--- config.mk ---
export PLATFORM = sky130hd
export DESIGN_NAME = integer_format_printer_flat
export DESIGN_NICKNAME = d
export VERILOG_FILES = /design/src/rtl/ifp_pkg.sv /design/src/rtl/ifp_channels.sv /design/src/rtl/ifp_divider.sv /design/src/rtl/integer_format_printer.sv /design/src/flat_wrapper.sv
export SDC_FILE = /design/constraint.sdc
export NUM_CORES = 1
export LEC_CHECK = 0
export BUFFER_PORTS_ARGS = -buffer_cell sky130_fd_sc_hd__buf_2
export CORE_MARGIN = 4
export CORE_UTILIZATION = 50
export CTS_CLUSTER_DIAMETER = 100
export DETAILED_ROUTE_END_ITERATION = 10
export GPL_TIMING_DRIVEN = 1
export PLACE_DENSITY = 0.69
export SLEW_MARGIN = 20
export SYNTH_ARGS = -nofsm -noshare
export SYNTH_HDL_FRONTEND = slang
export SYNTH_SLANG_ARGS = --single-unit
--- constraint.sdc ---
create_clock -name clk -period 12 [get_ports clk]
set_clock_uncertainty 0.05 [all_clocks]
set_input_delay 2.4 -clock clk [delete_from_list [all_inputs] [get_ports clk]]
set_output_delay 2.4 -clock clk [all_outputs]
set_load 0.03 [all_outputs]
--- src/rtl/ifp_pkg.sv ---
// Package for the integer format printer.
// Holds shared constants, character codes, enums and the divider request type.
// No dependencies.
package ifp_pkg;

  localparam int MAX_DIGITS = 20;
  localparam int ND_W       = 5;
  localparam int POS_W      = 32;
  localparam int DEC_BASE   = 10;
  localparam int DIV_BITS   = 8;
  localparam int DIV_STEPS  = 64 / DIV_BITS;
  localparam int STEP_W     = $clog2(DIV_STEPS);

  localparam logic [7:0] CH_PCT   = 8'h25;
  localparam logic [7:0] CH_MINUS = 8'h2d;
  localparam logic [7:0] CH_ZERO  = 8'h30;
  localparam logic [7:0] CH_A     = 8'h61;
  localparam logic [7:0] CH_D     = 8'h64;
  localparam logic [7:0] CH_I     = 8'h69;
  localparam logic [7:0] CH_L     = 8'h6c;
  localparam logic [7:0] CH_X     = 8'h78;
  localparam logic [7:0] CH_NUL   = 8'h00;

  typedef enum logic [1:0] {
    MODE_TEXT,
    MODE_PCT,
    MODE_LONG
  } mode_t;

  typedef enum logic [2:0] {
    S_IDLE,
    S_LIT,
    S_SIGN,
    S_DSTART,
    S_DWAIT,
    S_EMIT,
    S_TERM
  } state_t;

  typedef struct packed {
    logic start;
    logic hex;
  } div_req_t;

  function automatic logic [7:0] glyph(input logic [3:0] d);
    logic [7:0] g;
    if (d < 4'(DEC_BASE)) begin
      g = CH_ZERO + 8'(d);
    end else begin
      g = CH_A + 8'(d) - 8'(DEC_BASE);
    end
    return g;
  endfunction

endpackage

--- src/rtl/ifp_channels.sv ---
// Channel interfaces of the integer format printer: format input,
// character output and buffer size configuration.
// Depends on nothing.
interface ifp_fmt_if;
  logic        valid;
  logic        ready;
  logic [7:0]  fmt_char;
  logic [63:0] arg_value;
  logic        format_end;

  modport source (output valid, fmt_char, arg_value, format_end, input ready);
  modport sink (input valid, fmt_char, arg_value, format_end, output ready);
endinterface

interface ifp_char_if;
  logic        valid;
  logic        ready;
  logic [7:0]  out_char;
  logic [31:0] position;
  logic        stored;
  logic        is_terminator;
  logic        last_of_run;
  logic [31:0] total_length;

  modport source (output valid, out_char, position, stored, is_terminator, last_of_run,
                  total_length, input ready);
  modport sink (input valid, out_char, position, stored, is_terminator, last_of_run,
                total_length, output ready);
endinterface

interface ifp_cfg_if;
  logic        valid;
  logic        ready;
  logic [30:0] buffer_size;

  modport source (output valid, buffer_size, input ready);
  modport sink (input valid, buffer_size, output ready);
endinterface

--- src/rtl/ifp_divider.sv ---
// Shared digit unit: one hex digit by a four-bit shift, or one decimal digit by
// restoring division by ten, eight quotient bits per cycle.
// Depends on ifp_pkg.
module ifp_divider
  import ifp_pkg::*;
(
  input  logic        clk,
  input  logic        rst,
  input  div_req_t    req,
  input  logic [63:0] value,
  output logic        done,
  output logic [63:0] quotient,
  output logic [3:0]  digit
);

  logic [63:0]         sh;
  logic [3:0]          rem;
  logic [STEP_W-1:0]   step;
  logic                run;
  logic [4:0]          r5;
  logic [3:0]          r;
  logic [DIV_BITS-1:0] qbyte;

  always_comb begin
    r = rem;
    r5 = '0;
    qbyte = '0;
    for (int i = 0; i < DIV_BITS; i++) begin
      r5 = {r, sh[63-i]};
      if (r5 >= 5'(DEC_BASE)) begin
        r5 = r5 - 5'(DEC_BASE);
        qbyte[DIV_BITS-1-i] = 1'b1;
      end
      r = r5[3:0];
    end
  end

  always_ff @(posedge clk) begin
    if (rst) begin
      run  <= 1'b0;
      done <= 1'b0;
      step <= '0;
    end else begin
      done <= 1'b0;
      if (req.start) begin
        if (req.hex) begin
          sh   <= {4'd0, value[63:4]};
          rem  <= value[3:0];
          done <= 1'b1;
        end else begin
          sh   <= value;
          rem  <= '0;
          step <= '0;
          run  <= 1'b1;
        end
      end else if (run) begin
        sh   <= {sh[63-DIV_BITS:0], qbyte};
        rem  <= r;
        step <= step + 1'b1;
        if (step == STEP_W'(DIV_STEPS - 1)) begin
          run  <= 1'b0;
          done <= 1'b1;
        end
      end
    end
  end

  assign quotient = sh;
  assign digit    = rem;

`ifndef ASSERT_OFF
  a_no_restart: assert property (@(posedge clk) disable iff (rst) req.start |-> !run)
    else $error("divider restarted while busy");
  a_finish: assert property (@(posedge clk) disable iff (rst)
    run && step == STEP_W'(DIV_STEPS - 1) |=> done)
    else $error("divider missed its last step");
  a_done_idle: assert property (@(posedge clk) disable iff (rst) done |-> !run)
    else $error("divider done while still running");
`endif

endmodule

--- src/rtl/integer_format_printer.sv ---
// Top level of the integer format printer: parse sequencer, digit store and
// output register around the shared digit unit.
// Depends on ifp_pkg, ifp_channels and ifp_divider.
//
// Usage: format bytes enter on fmt, one transaction per byte, with the
// argument bits alongside; format_end closes the string. Every produced
// character leaves as one transaction on chars with its position, stored
// flag and running length; last_of_run marks the final one of a byte.
// cfg writes buffer_size and is always ready; write it only while idle.
// fmt is ready only while the sequencer is idle, so one byte is handled at
// a time. A literal byte passes through S_LIT; '%' and 'l' only set the
// mode. A conversion passes through S_SIGN for a negative value, then
// S_DSTART and S_DWAIT per digit (the digit unit yields 8 quotient bits a
// cycle for a decimal digit), then S_EMIT per character out. The end
// transaction passes through S_TERM.
// Reset clears state, mode, count, buffer_size and the output valid flag; the
// digit store and output data are not cleared. When chars stalls, the sequencer holds on its next
// character until the output register is taken.
module integer_format_printer
  import ifp_pkg::*;
#(
  parameter int COUNT_BITS = 32
) (
  input logic         clk,
  input logic         rst,
  ifp_fmt_if.sink     fmt,
  ifp_char_if.source  chars,
  ifp_cfg_if.sink     cfg
);

  localparam logic [COUNT_BITS-1:0] CNT_MAX = '1;

  state_t                state, state_next;
  mode_t                 mode, mode_next;
  logic [COUNT_BITS-1:0] cnt, cnt_next;
  logic [63:0]           work, work_next;
  logic                  hex_r, hex_next;
  logic [ND_W-1:0]       nd, nd_next;
  logic [7:0]            lit, lit_next;
  logic [30:0]           bsize;
  logic [3:0]            digits [MAX_DIGITS];
  logic                  dig_we;

  logic        ovld, ovld_next;
  logic [7:0]  ochar, ochar_next;
  logic [31:0] opos, opos_next;
  logic        ost, ost_next;
  logic        oterm, oterm_next;
  logic        olast, olast_next;
  logic [31:0] ototal, ototal_next;

  div_req_t    dreq;
  logic        div_done;
  logic [63:0] div_q;
  logic [3:0]  div_digit;

  logic                  slot_free;
  logic [31:0]           bsz32, cnt32, inc32;
  logic [COUNT_BITS-1:0] cnt_inc;
  logic [31:0]           low_neg;
  logic [63:0]           wide_neg;
  logic [ND_W-1:0]       nd_inc, nd_dec;

  ifp_divider u_div (
    .clk      (clk),
    .rst      (rst),
    .req      (dreq),
    .value    (work),
    .done     (div_done),
    .quotient (div_q),
    .digit    (div_digit)
  );

  assign slot_free = !ovld || chars.ready;
  assign bsz32     = {1'b0, bsize};
  assign cnt32     = 32'(cnt);
  assign cnt_inc   = (cnt == CNT_MAX) ? cnt : cnt + 1'b1;
  assign inc32     = 32'(cnt_inc);
  assign low_neg   = 32'd0 - fmt.arg_value[31:0];
  assign wide_neg  = 64'd0 - fmt.arg_value;
  assign nd_inc    = nd + 1'b1;
  assign nd_dec    = nd - 1'b1;

  always_comb begin
    state_next  = state;
    mode_next   = mode;
    cnt_next    = cnt;
    work_next   = work;
    hex_next    = hex_r;
    nd_next     = nd;
    lit_next    = lit;
    dig_we      = 1'b0;
    dreq        = '0;
    ovld_next   = ovld && !chars.ready;
    ochar_next  = ochar;
    opos_next   = opos;
    ost_next    = ost;
    oterm_next  = oterm;
    olast_next  = olast;
    ototal_next = ototal;

    case (state)
      S_IDLE: begin
        if (fmt.valid) begin
          nd_next = '0;
          if (fmt.format_end) begin
            state_next = S_TERM;
          end else begin
            case (mode)
              MODE_TEXT: begin
                if (fmt.fmt_char == CH_PCT) begin
                  mode_next = MODE_PCT;
                end else begin
                  lit_next   = fmt.fmt_char;
                  state_next = S_LIT;
                end
              end
              MODE_PCT: begin
                mode_next = MODE_TEXT;
                if (fmt.fmt_char == CH_D || fmt.fmt_char == CH_I) begin
                  hex_next   = 1'b0;
                  work_next  = fmt.arg_value[31] ? 64'(low_neg) : 64'(fmt.arg_value[31:0]);
                  state_next = fmt.arg_value[31] ? S_SIGN : S_DSTART;
                end else if (fmt.fmt_char == CH_X) begin
                  hex_next   = 1'b1;
                  work_next  = 64'(fmt.arg_value[31:0]);
                  state_next = S_DSTART;
                end else if (fmt.fmt_char == CH_L) begin
                  mode_next = MODE_LONG;
                end
              end
              MODE_LONG: begin
                mode_next = MODE_TEXT;
                if (fmt.fmt_char == CH_D || fmt.fmt_char == CH_I) begin
                  hex_next   = 1'b0;
                  work_next  = fmt.arg_value[63] ? wide_neg : fmt.arg_value;
                  state_next = fmt.arg_value[63] ? S_SIGN : S_DSTART;
                end else if (fmt.fmt_char == CH_X) begin
                  hex_next   = 1'b1;
                  work_next  = fmt.arg_value;
                  state_next = S_DSTART;
                end
              end
              default: mode_next = MODE_TEXT;
            endcase
          end
        end
      end
      S_LIT, S_SIGN, S_EMIT: begin
        if (slot_free) begin
          ovld_next   = 1'b1;
          opos_next   = cnt32;
          ost_next    = cnt32 < bsz32;
          oterm_next  = 1'b0;
          ototal_next = inc32;
          cnt_next    = cnt_inc;
          if (state == S_LIT) begin
            ochar_next = lit;
            olast_next = 1'b1;
            state_next = S_IDLE;
          end else if (state == S_SIGN) begin
            ochar_next = CH_MINUS;
            olast_next = 1'b0;
            state_next = S_DSTART;
          end else begin
            ochar_next = glyph(digits[nd_dec]);
            olast_next = (nd == ND_W'(1));
            nd_next    = nd_dec;
            if (nd == ND_W'(1)) begin
              state_next = S_IDLE;
            end
          end
        end
      end
      S_DSTART: begin
        dreq.start = 1'b1;
        dreq.hex   = hex_r;
        state_next = S_DWAIT;
      end
      S_DWAIT: begin
        if (div_done) begin
          dig_we    = 1'b1;
          work_next = div_q;
          nd_next   = nd_inc;
          if (div_q != 64'd0 && nd_inc < ND_W'(MAX_DIGITS)) begin
            state_next = S_DSTART;
          end else begin
            state_next = S_EMIT;
          end
        end
      end
      S_TERM: begin
        if (slot_free) begin
          ovld_next   = 1'b1;
          ochar_next  = CH_NUL;
          oterm_next  = 1'b1;
          olast_next  = 1'b1;
          ototal_next = cnt32;
          if (cnt32 < bsz32) begin
            opos_next = cnt32;
            ost_next  = 1'b1;
          end else if (bsize != 31'd0) begin
            opos_next = bsz32 - 32'd1;
            ost_next  = 1'b1;
          end else begin
            opos_next = cnt32;
            ost_next  = 1'b0;
          end
          cnt_next   = '0;
          mode_next  = MODE_TEXT;
          state_next = S_IDLE;
        end
      end
      default: state_next = S_IDLE;
    endcase
  end

  always_ff @(posedge clk) begin
    if (rst) begin
      state <= S_IDLE;
      mode  <= MODE_TEXT;
      cnt   <= '0;
      work  <= '0;
      hex_r <= 1'b0;
      nd    <= '0;
      bsize <= '0;
      ovld  <= 1'b0;
    end else begin
      state <= state_next;
      mode  <= mode_next;
      cnt   <= cnt_next;
      work  <= work_next;
      hex_r <= hex_next;
      nd    <= nd_next;
      ovld  <= ovld_next;
      if (cfg.valid) begin
        bsize <= cfg.buffer_size;
      end
    end
  end

  always_ff @(posedge clk) begin
    lit    <= lit_next;
    ochar  <= ochar_next;
    opos   <= opos_next;
    ost    <= ost_next;
    oterm  <= oterm_next;
    olast  <= olast_next;
    ototal <= ototal_next;
    if (dig_we) begin
      digits[nd] <= div_digit;
    end
  end

  assign fmt.ready           = (state == S_IDLE);
  assign cfg.ready           = 1'b1;
  assign chars.valid         = ovld;
  assign chars.out_char      = ochar;
  assign chars.position      = opos;
  assign chars.stored        = ost;
  assign chars.is_terminator = oterm;
  assign chars.last_of_run   = olast;
  assign chars.total_length  = ototal;

`ifndef ASSERT_OFF
  a_emit_has_digit: assert property (@(posedge clk) disable iff (rst)
    state == S_EMIT |-> nd != '0)
    else $error("digit output with empty store");
  a_nd_bound: assert property (@(posedge clk) disable iff (rst)
    nd <= ND_W'(MAX_DIGITS))
    else $error("digit count beyond store depth");
  a_long_after_pct: assert property (@(posedge clk) disable iff (rst)
    $rose(mode == MODE_LONG) |-> $past(mode) == MODE_PCT)
    else $error("long mode entered without a pending percent");
  a_dec_digit: assert property (@(posedge clk) disable iff (rst)
    state == S_DWAIT && div_done && !hex_r |-> div_digit < 4'(DEC_BASE))
    else $error("decimal digit out of range");
`endif

endmodule
--- src/flat_wrapper.sv ---
// flat-port wrapper written by rule: the top's interface ports become plain ports
module integer_format_printer_flat import ifp_pkg::*;
#(
  parameter int COUNT_BITS = 32
)
  (clk, rst, fmt_valid, fmt_fmt_char, fmt_arg_value, fmt_format_end, fmt_ready, chars_valid, chars_out_char, chars_position, chars_stored, chars_is_terminator, chars_last_of_run, chars_total_length, chars_ready, cfg_valid, cfg_buffer_size, cfg_ready);
  ifp_fmt_if fmt_i ();
  ifp_char_if chars_i ();
  ifp_cfg_if cfg_i ();
  input logic clk;
  input logic rst;
  input wire logic [$bits(fmt_i.valid)-1:0] fmt_valid;
  input wire logic [$bits(fmt_i.fmt_char)-1:0] fmt_fmt_char;
  input wire logic [$bits(fmt_i.arg_value)-1:0] fmt_arg_value;
  input wire logic [$bits(fmt_i.format_end)-1:0] fmt_format_end;
  output wire logic [$bits(fmt_i.ready)-1:0] fmt_ready;
  output wire logic [$bits(chars_i.valid)-1:0] chars_valid;
  output wire logic [$bits(chars_i.out_char)-1:0] chars_out_char;
  output wire logic [$bits(chars_i.position)-1:0] chars_position;
  output wire logic [$bits(chars_i.stored)-1:0] chars_stored;
  output wire logic [$bits(chars_i.is_terminator)-1:0] chars_is_terminator;
  output wire logic [$bits(chars_i.last_of_run)-1:0] chars_last_of_run;
  output wire logic [$bits(chars_i.total_length)-1:0] chars_total_length;
  input wire logic [$bits(chars_i.ready)-1:0] chars_ready;
  input wire logic [$bits(cfg_i.valid)-1:0] cfg_valid;
  input wire logic [$bits(cfg_i.buffer_size)-1:0] cfg_buffer_size;
  output wire logic [$bits(cfg_i.ready)-1:0] cfg_ready;
  assign fmt_i.valid = fmt_valid;
  assign fmt_i.fmt_char = fmt_fmt_char;
  assign fmt_i.arg_value = fmt_arg_value;
  assign fmt_i.format_end = fmt_format_end;
  assign fmt_ready = fmt_i.ready;
  assign chars_valid = chars_i.valid;
  assign chars_out_char = chars_i.out_char;
  assign chars_position = chars_i.position;
  assign chars_stored = chars_i.stored;
  assign chars_is_terminator = chars_i.is_terminator;
  assign chars_last_of_run = chars_i.last_of_run;
  assign chars_total_length = chars_i.total_length;
  assign chars_i.ready = chars_ready;
  assign cfg_i.valid = cfg_valid;
  assign cfg_i.buffer_size = cfg_buffer_size;
  assign cfg_ready = cfg_i.ready;
  integer_format_printer #(.COUNT_BITS(COUNT_BITS)) u_core (.clk(clk), .rst(rst), .fmt(fmt_i), .chars(chars_i), .cfg(cfg_i));
endmodule
Yosys cells after proc, flatten, opt, wreduce, memory -nomap -nowiden
Memory sizes are Yosys's and may differ from the RTL's.
Index checks and enable logic that the tools add are counted.
{"block": "word_totals", "ff_bits": 295, "ramBits": 80, "input_bits": 109, "memories": 1}
{"block": "classes", "n_addsub": 18, "n_lt_le_gt_ge": 11, "eq_ne": 31, "n_mux": 113, "bitwise": 3, "reduce_logical": 28}
{"name": "u_core.digits", "depth": 20, "width": 4, "rd": 1, "rd_ports_with_merged_regs": 0, "write_ports": 1, "line_no": "integer_format_printer.sv:41", "text": "logic [3:0] digits [MAX_DIGITS];"}
{"cell": "$mux 64", "count": 11}
{"cell": "$mux 32", "count": 8}
{"cell": "$pmux 64 s2", "count": 2}
{"cell": "$pmux 32 s2", "count": 3}
{"cell": "$reduce_bool 64->1", "count": 1}
{"cell": "$sub 1x64->64 const A", "count": 1}
{"cell": "$mux 3", "count": 16}
{"cell": "$mux 4", "count": 11}
{"cell": "$ge 5x4->1 const B", "count": 8}
{"cell": "$mux 8", "count": 5}
{"cell": "$mux 1", "count": 35}
{"cell": "$add 32x1->32 const B", "count": 1}
{"cell": "$eq 32x32->1 const B", "count": 1}
{"cell": "$eq 8x7->1 const B", "count": 4}
{"cell": "$lt 32x31->1", "count": 1}
{"cell": "$sub 1x32->32 const A", "count": 1}
{"cell": "$sub 31x1->32 const B", "count": 1}
{"cell": "$sub 4x4->4 const B", "count": 8}
{"cell": "$reduce_bool 31->1", "count": 1}
{"cell": "$mux 5", "count": 5}
{"cell": "$mux 2", "count": 8}
{"cell": "$pmux 8 s2", "count": 1}
{"cell": "$pmux 3 s5", "count": 1}
{"cell": "$pmux 5 s3", "count": 1}
{"cell": "other kinds (42)", "count": 69}

Depth between registers and ports, before layout
Gate-level depths: netlist (run 1).
{"block": "depth", "depth_word": 18, "depth_mapped": 43, "ltp_nobuf": 42}

By module
A second synthesis (run 1) with hierarchy kept.
{"block": "unflattened", "hier_cells": 2225, "area_unflattened_um2": 21530.6}
{"mod": "integer_format_printer", "n_inst": 1, "cells_each": 1741, "area_per_inst_um2": 16706.0}
{"mod": "ifp_divider", "n_inst": 1, "cells_each": 484, "area_per_inst_um2": 4824.6}

Worst setup path before layout (run 1)
Ideal clock, no wire load.
{"block": "synth_timing", "path_type": "register to register", "start": "register u_core.u_div.rem[0] (netlist: u_core.u_div.digit[0])", "end": "register u_core.u_div.rem[1] (netlist: u_core.u_div.digit[1]), data pin", "arrival_time_ps": 8880, "required_ps": 11691, "slack_ps": 2811, "path_stages_with_launch": 41, "n_path_buf": 1, "synth_period_minus_slack_ps": 9189, "cell_sequence": "edfxtp_1 -> inv_1 -> ha_1 -> or2b_2 -> a21oi_1 -> nor2_1 -> ha_1 -> o31ai_4 -> mux2_2 -> ha_1 -> nor2_1 -> or4_4 -> o21a_4 -> nor2_1 -> a21oi_1 -> ha_1 -> or4_4 -> and3_1 -> [5 not listed] -> a2111o_1 -> a21boi_0 -> ha_1 -> a311oi_2 -> nor3b_4 -> o21ai_0 -> nor2_1 -> nor2_1 -> ha_1 -> nor3b_1 -> a211oi_4 -> o21ai_0 -> inv_1 -> ha_1 -> or2_2 -> o221a_4 -> nor3b_2 -> o31a_1"}
{"block": "synth_between", "elab_chain_cells": 18, "word_cells_on_any_way": 26, "cone_classes": "8 x add/sub; 8 x order compare; 10 x mux"}
{"item": "start, declared", "line_no": "ifp_divider.sv:17", "text": "logic [3:0] rem;"}
{"item": "start signal, assigned", "line_no": "ifp_divider.sv:48", "text": "rem <= value[3:0];"}
{"item": "start signal, assigned", "line_no": "ifp_divider.sv:58", "text": "rem <= r;"}
{"item": "$sub 4x4->4 or $ge 5x4->1 (tied branches)", "line_no": "ifp_divider.sv:31, ifp_divider.sv:30"}
{"item": "$mux 4 (*)", "line_no": "ifp_divider.sv:30", "text": "if (r5 >= 5'(DEC_BASE)) begin"}
{"item": "$sub 4x4->4 or $ge 5x4->1 (tied branches)", "line_no": "ifp_divider.sv:31, ifp_divider.sv:30"}
{"item": "$mux 4 (*)", "line_no": "ifp_divider.sv:30"}
{"item": "$sub 4x4->4 or $ge 5x4->1 (tied branches)", "line_no": "ifp_divider.sv:31, ifp_divider.sv:30"}
{"item": "$mux 4 (*)", "line_no": "ifp_divider.sv:30"}
{"item": "$ge 5x4->1 or $sub 4x4->4 (tied branches)", "line_no": "ifp_divider.sv:30, ifp_divider.sv:31"}
{"item": "$mux 4 (*)", "line_no": "ifp_divider.sv:30"}
{"item": "[2 not listed]"}
{"item": "$sub 4x4->4 or $ge 5x4->1 (tied branches)", "line_no": "ifp_divider.sv:31, ifp_divider.sv:30"}
{"item": "$mux 4 (*)", "line_no": "ifp_divider.sv:30"}
{"item": "$ge 5x4->1 or $sub 4x4->4 (tied branches)", "line_no": "ifp_divider.sv:30, ifp_divider.sv:31"}
{"item": "$mux 4 (*)", "line_no": "ifp_divider.sv:30"}
{"item": "$sub 4x4->4 or $ge 5x4->1 (tied branches)", "line_no": "ifp_divider.sv:31, ifp_divider.sv:30"}
{"item": "$mux 4 (*)", "line_no": "ifp_divider.sv:30"}
{"item": "$mux 4 (*)", "line_no": "ifp_divider.sv:56", "text": "end else if (run) begin"}
{"item": "$mux 4 (*)", "line_no": "ifp_divider.sv:45", "text": "if (req.start) begin"}
Every way passes the cells marked *; elsewhere a longest branch is shown, timed or not. The select of a mux whose other input is x is not followed.
A chain may end at the register's enable or synchronous reset.

Worst setup path in the final report (run 1)
Same ends and word-level chain as after synthesis.

==> reports/metrics.yaml, run 1 <==
period_share: 0.894
rsz0062_at_grt: "false"
status: "finished clean"
hold_viol_final: 0
grt_antenna_before_repair: 5
postSynth.asyncResetShare: 0
cp-end-kind: "flop"
wl_per_cell_um: 19.9
synth-seq-cells: 375
synth_area_leader_cell: "edfxtp_1"
ys_top_cells_by_area: "edfxtp_1 33%, dfxtp_1 14%, mux2i_1 4.7%, nor2_1 4.6%, nand2_1 4.3%"
drive_gt1_frac: 0.143
crit_required_ns: 12.26
htreeDepth: 2
cts_hold_buf: 0
crit_fanout: 27
setup_tns_ns: 0
final_cell_mix: "257 x nor2_1, 242 x nand2_1, 231 x edfxtp_1"
reg2reg_slack_ns: 1.27
final_common_cell: "nor2_1"
drv_slew: 0
grt_pass1_vias: 16500
syn_inst: 2236
max_slew_margin: 0.250
yosys.area.top_type_share: 0.327
die_height_um: 214
worst_slack_ns: 1.27
finalWirelength_um: 57800
cts_buffer_depth: 3
initial_core_util: 0.506
viasPerCell: 6.11
p_leak_nw: 8.70
worst_r2r_startpoint: "u_core.u_div.digit[0]"
r2r_cells: 40
cts_setup_buffers: 0
seq_area_frac_synth: 0.463
routabilityCongestion: 0.897
ant_nets: 0
ys_warn_count: 0
crit_end: "u_core.u_div.digit[1]"
vias: 17800
cp.arrival_ns: 10.99
grt_pass1_wl_um: 91000
avgSynthCellArea_um2: 9.48
pwr_density_cell_nw_per_um2: 190
cts_resized: 0
setup-violations-final: 0
crit_type: "reg2reg"
first_pass_iters: 5
ios: 187
dp_hpwl_um: 39500
route.detailed.drc: 0
synth_nets: 2399
syn-cell-area_um2: 21200
min_period_ns: 10.73
die_x_um: 214
grt.overflow.total: 0
grt_usage: 0.241
holdWs_ns: 0.422
hp-class: "reg2reg"
cts_tree: "built"
portBuffers: 185
dieArea_um2: 45800
startpoint: "u_core.u_div.digit[0]"
grt_max_degree: 79
worstReg2RegEnd: "u_core.u_div.digit[1]"
path_delay_family: "compound AO/OA/AOI/OAI gates"
cts.sinks: 375
seq_area_um2: 9820
cts_inserted_buffers: 41
crit_path_start_kind: "flop"
rows: 75
finalPower_mw: 4.50
final_cell_count_no_fill: 2908
nets: 2498
synthToLayoutAreaGrowth_pct: 11.8
core_um2: 41900
slowest_delay_ns: 0.86
pre_cts_slack_ns: 1.38
yosysUniqueCellTypes: 98
n_fill_cell: 3664
crit_top_cell: "ha_1"
worstMarginPinSlew_ns: 1.11
clk_pin_slew_worst_paths_ns: 0.06
worst_path_max_delay_cell: "edfxtp_1"
ys.flop_type: "edfxtp_1"
worst-path-buf-inv: 3
multi_input_area_um2: 10500
fmax_ghz: 0.0932
root_buffer: "clkbuf_16"
drv_cap: 0
vdd_drop_max_mv: 0.0987
place_inst: 2831
drtIter0Drc: 1934
insertion_delay_ns: 0.56
cp_num_cells: 40
synth_edf_count: 231
-- cells in the mapped netlist (all sizes together) (13+ instances only) --
master,count
a21o,13
a21oi,122
nor2,258
edfxtp,231
xor2,49
xnor2,72
dfxtp,144
or3,19
nor4,47
a31oi,34
ha,54
nand4,23
inv,76
nor3,87
a211oi,33
mux4,20
nand2,245
o211ai,32
clkbuf,130
o21ai,133
nand3b,13
a221oi,35
buf,19
mux2i,100
nand2b,13
nand3,55
nor2b,19
-- cell type report --
type / instances / area share
antenna: 4 / 0.000422
clock buffer: 53 / 0.0465
clock inverter: 20 / 0.00887
inverter: 78 / 0.0124
multi-input combinational: 1633 / 0.443
sequential: 375 / 0.414
tap: 539 / 0.0284
timing repair buffer: 206 / 0.0458
-- cell families after synthesis --
| family | Yosys count | share of synthesized area |
|---|---|---|
| buffers and inverters | 228 | 0.0431 |
| adder cells (fa/ha/maj) | 54 | 0.0319 |
| other | 1 | 0.000177 |
| XOR/XNOR | 121 | 0.0500 |
| flip-flops | 375 | 0.463 |
| AO/OA/AOI/OAI | 493 | 0.153 |
| multiplexers | 132 | 0.0754 |
| AND/OR/NAND/NOR | 832 | 0.184 |
-- per-layer routing --
metal  part of all wire  global-route usage  up-vias
li1                   -                   -     8405
met1               0.45               0.353     8536
met2               0.45               0.374      734
met3              0.072              0.0299       93
met4              0.027              0.0806        2
met5            0.00019                   0        -
-- report_power, final --
| group | internal (mW) | total [mW] | switching [mW] | leakage [nW] |
|---|---|---|---|---|
| logic | 0.528 | 1.54 | 1.01 | 4.77 |
| registers | 1.59 | 1.71 | 0.116 | 3.29 |
| clock network | 0.735 | 1.25 | 0.518 | 0.641 |
-- worst reg2reg max path: cells and delay by family (launching register included) --
family                   cells  cell delay, ns
AO/OA/AOI/OAI               14            3.32
buffers and inverters        3            0.36
adder cells (fa/ha/maj)      8            2.20
multiplexers                 2            0.67
AND/OR/NAND/NOR             13            3.03
flip-flops                   1            0.86
-- how the worst min path moves through the flow --
stage               startpoint              end  cells past startpoint
4_1_cts        u_core.work[24]  u_core.work[24]                      2
3_3_place_gp   u_core.work[24]  u_core.work[24]                      2
2_1_floorplan   u_core.work[3]   u_core.work[3]                      2
5_1_grt        u_core.work[24]  u_core.work[24]                      2
3_5_place_dp   u_core.work[24]  u_core.work[24]                      2
6_report       u_core.work[24]  u_core.work[24]                      2
-- sequential cells by signal, summed over array words and instances, names as in the netlist, 2 cells and up --
signal and count:
u_core.bsize 31, u_core.chars.out_char 8, u_core.chars.position 32, u_core.chars.total_length 32
u_core.cnt 32, u_core.digits 80, u_core.lit 8, u_core.mode 2
u_core.nd 5, u_core.state 3, u_core.u_div.digit 4, u_core.u_div.quotient 64
u_core.u_div.step 3, u_core.work 64
-- stage by stage --
stage	utilization	cell area, µm²
finish	0.565	23700
global route	0.565	23700
CTS	0.565	23700
detailed placement	0.534	22400
global placement	0.534	22400
floorplan	-	21200
No activity file was read; power rests on OpenSTA's default activity.
==> inputs of run 2 (changes only) <==
--- a/config.mk
+++ b/config.mk
@@ -6,12 +6,14 @@
 export NUM_CORES = 1
 export LEC_CHECK = 0
 export BUFFER_PORTS_ARGS = -buffer_cell sky130_fd_sc_hd__buf_2
+export CORE_ASPECT_RATIO = 1.2
 export CORE_MARGIN = 4
 export CORE_UTILIZATION = 50
 export CTS_CLUSTER_DIAMETER = 100
 export DETAILED_ROUTE_END_ITERATION = 10
 export GPL_TIMING_DRIVEN = 1
 export PLACE_DENSITY = 0.69
+export SKIP_LAST_GASP = 1
 export SLEW_MARGIN = 20
 export SYNTH_ARGS = -nofsm -noshare
 export SYNTH_HDL_FRONTEND = slang
==> reports/metrics.yaml, run 2 (synthesis gave the netlist of run 1 again) <==
regMostFlops: "u_core.digits"
die_height_um: 234  # +9.2%
cts_tree: "built"
pwr_density_cell_nw_per_um2: 190  # +0.16%
grt_antenna_before_repair: 5  # unchanged
period_share: 0.901  # +0.00688
grt_pass1_wl_um: 90700  # -0.32%
root_buffer: "clkbuf_16"
die_x_um: 196  # -8.4%
crit_required_ns: 12.24  # -0.02 ns
ant_nets: 0  # unchanged
wl_per_cell_um: 19.9  # +0.18%
nets: 2495  # -0.12%
place_area_um2: 22400  # about the same
cts_resized: 0  # unchanged
grt_pass1_vias: 16800  # +1.8%
cts_inserted_buffers: 40  # -2.4%
cts_hold_buf: 0  # unchanged
grt.met2_usage: 0.415  # +0.0415
insertion_delay_ns: 0.55  # about the same
min_period_ns: 10.81  # +0.0826 ns
clk_pin_slew_worst_paths_ns: 0.06  # about the same
cts.sinks: 375  # unchanged
hp-class: "reg2reg"
drv_cap: 0  # unchanged
max_slew_margin: 0.244  # -0.00648
grt_max_degree: 114  # +44%
setup-violations-final: 0  # unchanged
htreeDepth: 2  # unchanged
final_area_um2: 23700  # about the same
portBuffers: 185  # unchanged
crit_top_cell: "ha_1"
setup_tns_ns: 0  # unchanged
crit_type: "reg2reg"
worstMarginPinSlew_ns: 1.13  # +0.0162 ns
post-route-util: 0.567  # +0.00161
cp.arrival_ns: 11.05  # +0.06 ns
grt_busiest_layer: "met2"
final_common_cell: "nor2_1"
p_leak_nw: 8.69  # about the same
drive_gt1_frac: 0.141  # -0.00205
rows: 82  # +9.3%
viasPerCell: 6.08  # -0.50%
route.detailed.drc: 0  # unchanged
hold_viol_final: 0  # unchanged
dieArea_um2: 45800  # about the same
cts_buffer_depth: 3  # unchanged
final_cell_count_no_fill: 2911  # +0.10%
place_inst: 2836  # +0.18%
grt_use_met1: 0.313  # -0.0407
ios: 187  # unchanged
core_um2: 41900  # -0.21%
crit_fanout: 27  # unchanged
routabilityCongestion: 0.858  # -4.4%
cp-end-kind: "flop"
grt.met3_usage: 0.0387  # +0.00873
grt_usage: 0.243  # +0.00137
vias: 17700  # -0.40%
grt.overflow.total: 0  # unchanged
vdd_drop_max_mv: 0.175  # +78%
worst_path_max_delay_cell: "edfxtp_1"
initial_core_util: 0.507  # +0.00104
cts_setup_buffers: 0  # unchanged
finalWirelength_um: 57900  # +0.28%
dp_hpwl_um: 40500  # +2.7%
rsz0062_at_grt: "false"
status: "finished clean"
slowest_delay_ns: 0.87  # about the same
final_cell_mix: "257 x nor2_1, 242 x nand2_1, 231 x edfxtp_1"
crit_path_start_kind: "flop"
largest_reg_flops: 80  # unchanged
synthToLayoutAreaGrowth_pct: 11.9  # about the same
drv_slew: 0  # unchanged
drtIter0Drc: 1309  # -32%
fmax_ghz: 0.0925  # -0.76%
first_pass_iters: 5  # unchanged
==> run 2: cell count changes in the layout (fill, tap and decap cells not counted) <==
cell,before,now
and2_1,8,9
and2_2,2,1
buf_4,22,20
clkbuf_1,10,13
clkbuf_8,1,4
clkinv_2,8,1
clkinv_4,1,0
clkinvlp_4,1,2
diode_2,4,1
inv_6,0,2
==> run 2: metrics by stage <==
step	setup slack (ns)	total power, mW	hold WS, ns
global placement	1.87	3.21	0.410
CTS	1.29	4.52	0.421
floorplan	2.81	2.86	0.395
global route	0.436	4.73	0.438
detailed placement	1.32	3.26	0.412
finish	1.19	4.51	0.424
==> run 2: final cells by class <==
| type | count | area (µm²) |
|---|---|---|
| Multi-Input combinational cell | 1633 | 10500 |
| Sequential cell | 375 | 9820 |
| Antenna cell | 1 | 2.50 |
| Tap cell | 546 | 683 |
| Clock buffer | 59 | 1150 |
| Timing Repair Buffer | 204 | 1070 |
| Inverter | 78 | 294 |
| Fill cell | 3660 | 18100 |
| Clock inverter | 15 | 191 |
==> run 2: worst paths after layout <==
path	slack, ns	from	depth (start not counted)	to
worst max-delay path	1.19	u_core.u_div.digit[0]	40	u_core.u_div.digit[1]
worst min-delay path	0.42	u_core.work[3]	2	u_core.work[3]
worst max register to register	1.19	u_core.u_div.digit[0]	40	u_core.u_div.digit[1]
worst min register to register	0.42	u_core.work[3]	2	u_core.work[3]
==> run 2: layer usage <==
layer,share of wire,vias up
met5,0.0011,-
met4,0.033,8
met3,0.067,136
met2,0.49,657
met1,0.41,8516
li1,-,8382
==> run 2: where the power goes <==
part | switching, mW | total, mW | internal, mW
clock network | 0.511 | 1.27 | 0.757
registers | 0.115 | 1.70 | 1.59
logic | 1.01 | 1.54 | 0.526
total | 1.64 | 4.51 | 2.87
==> run 2: worst max-delay path: cells and delay by family (launching register included) <==
kind / cells / cell delay [ns]
multiplexers: 2 / 0.65
flip-flops: 1 / 0.87
AO/OA/AOI/OAI: 14 / 3.32
adder cells (fa/ha/maj): 8 / 2.23
buffers and inverters: 3 / 0.38
AND/OR/NAND/NOR: 13 / 3.05
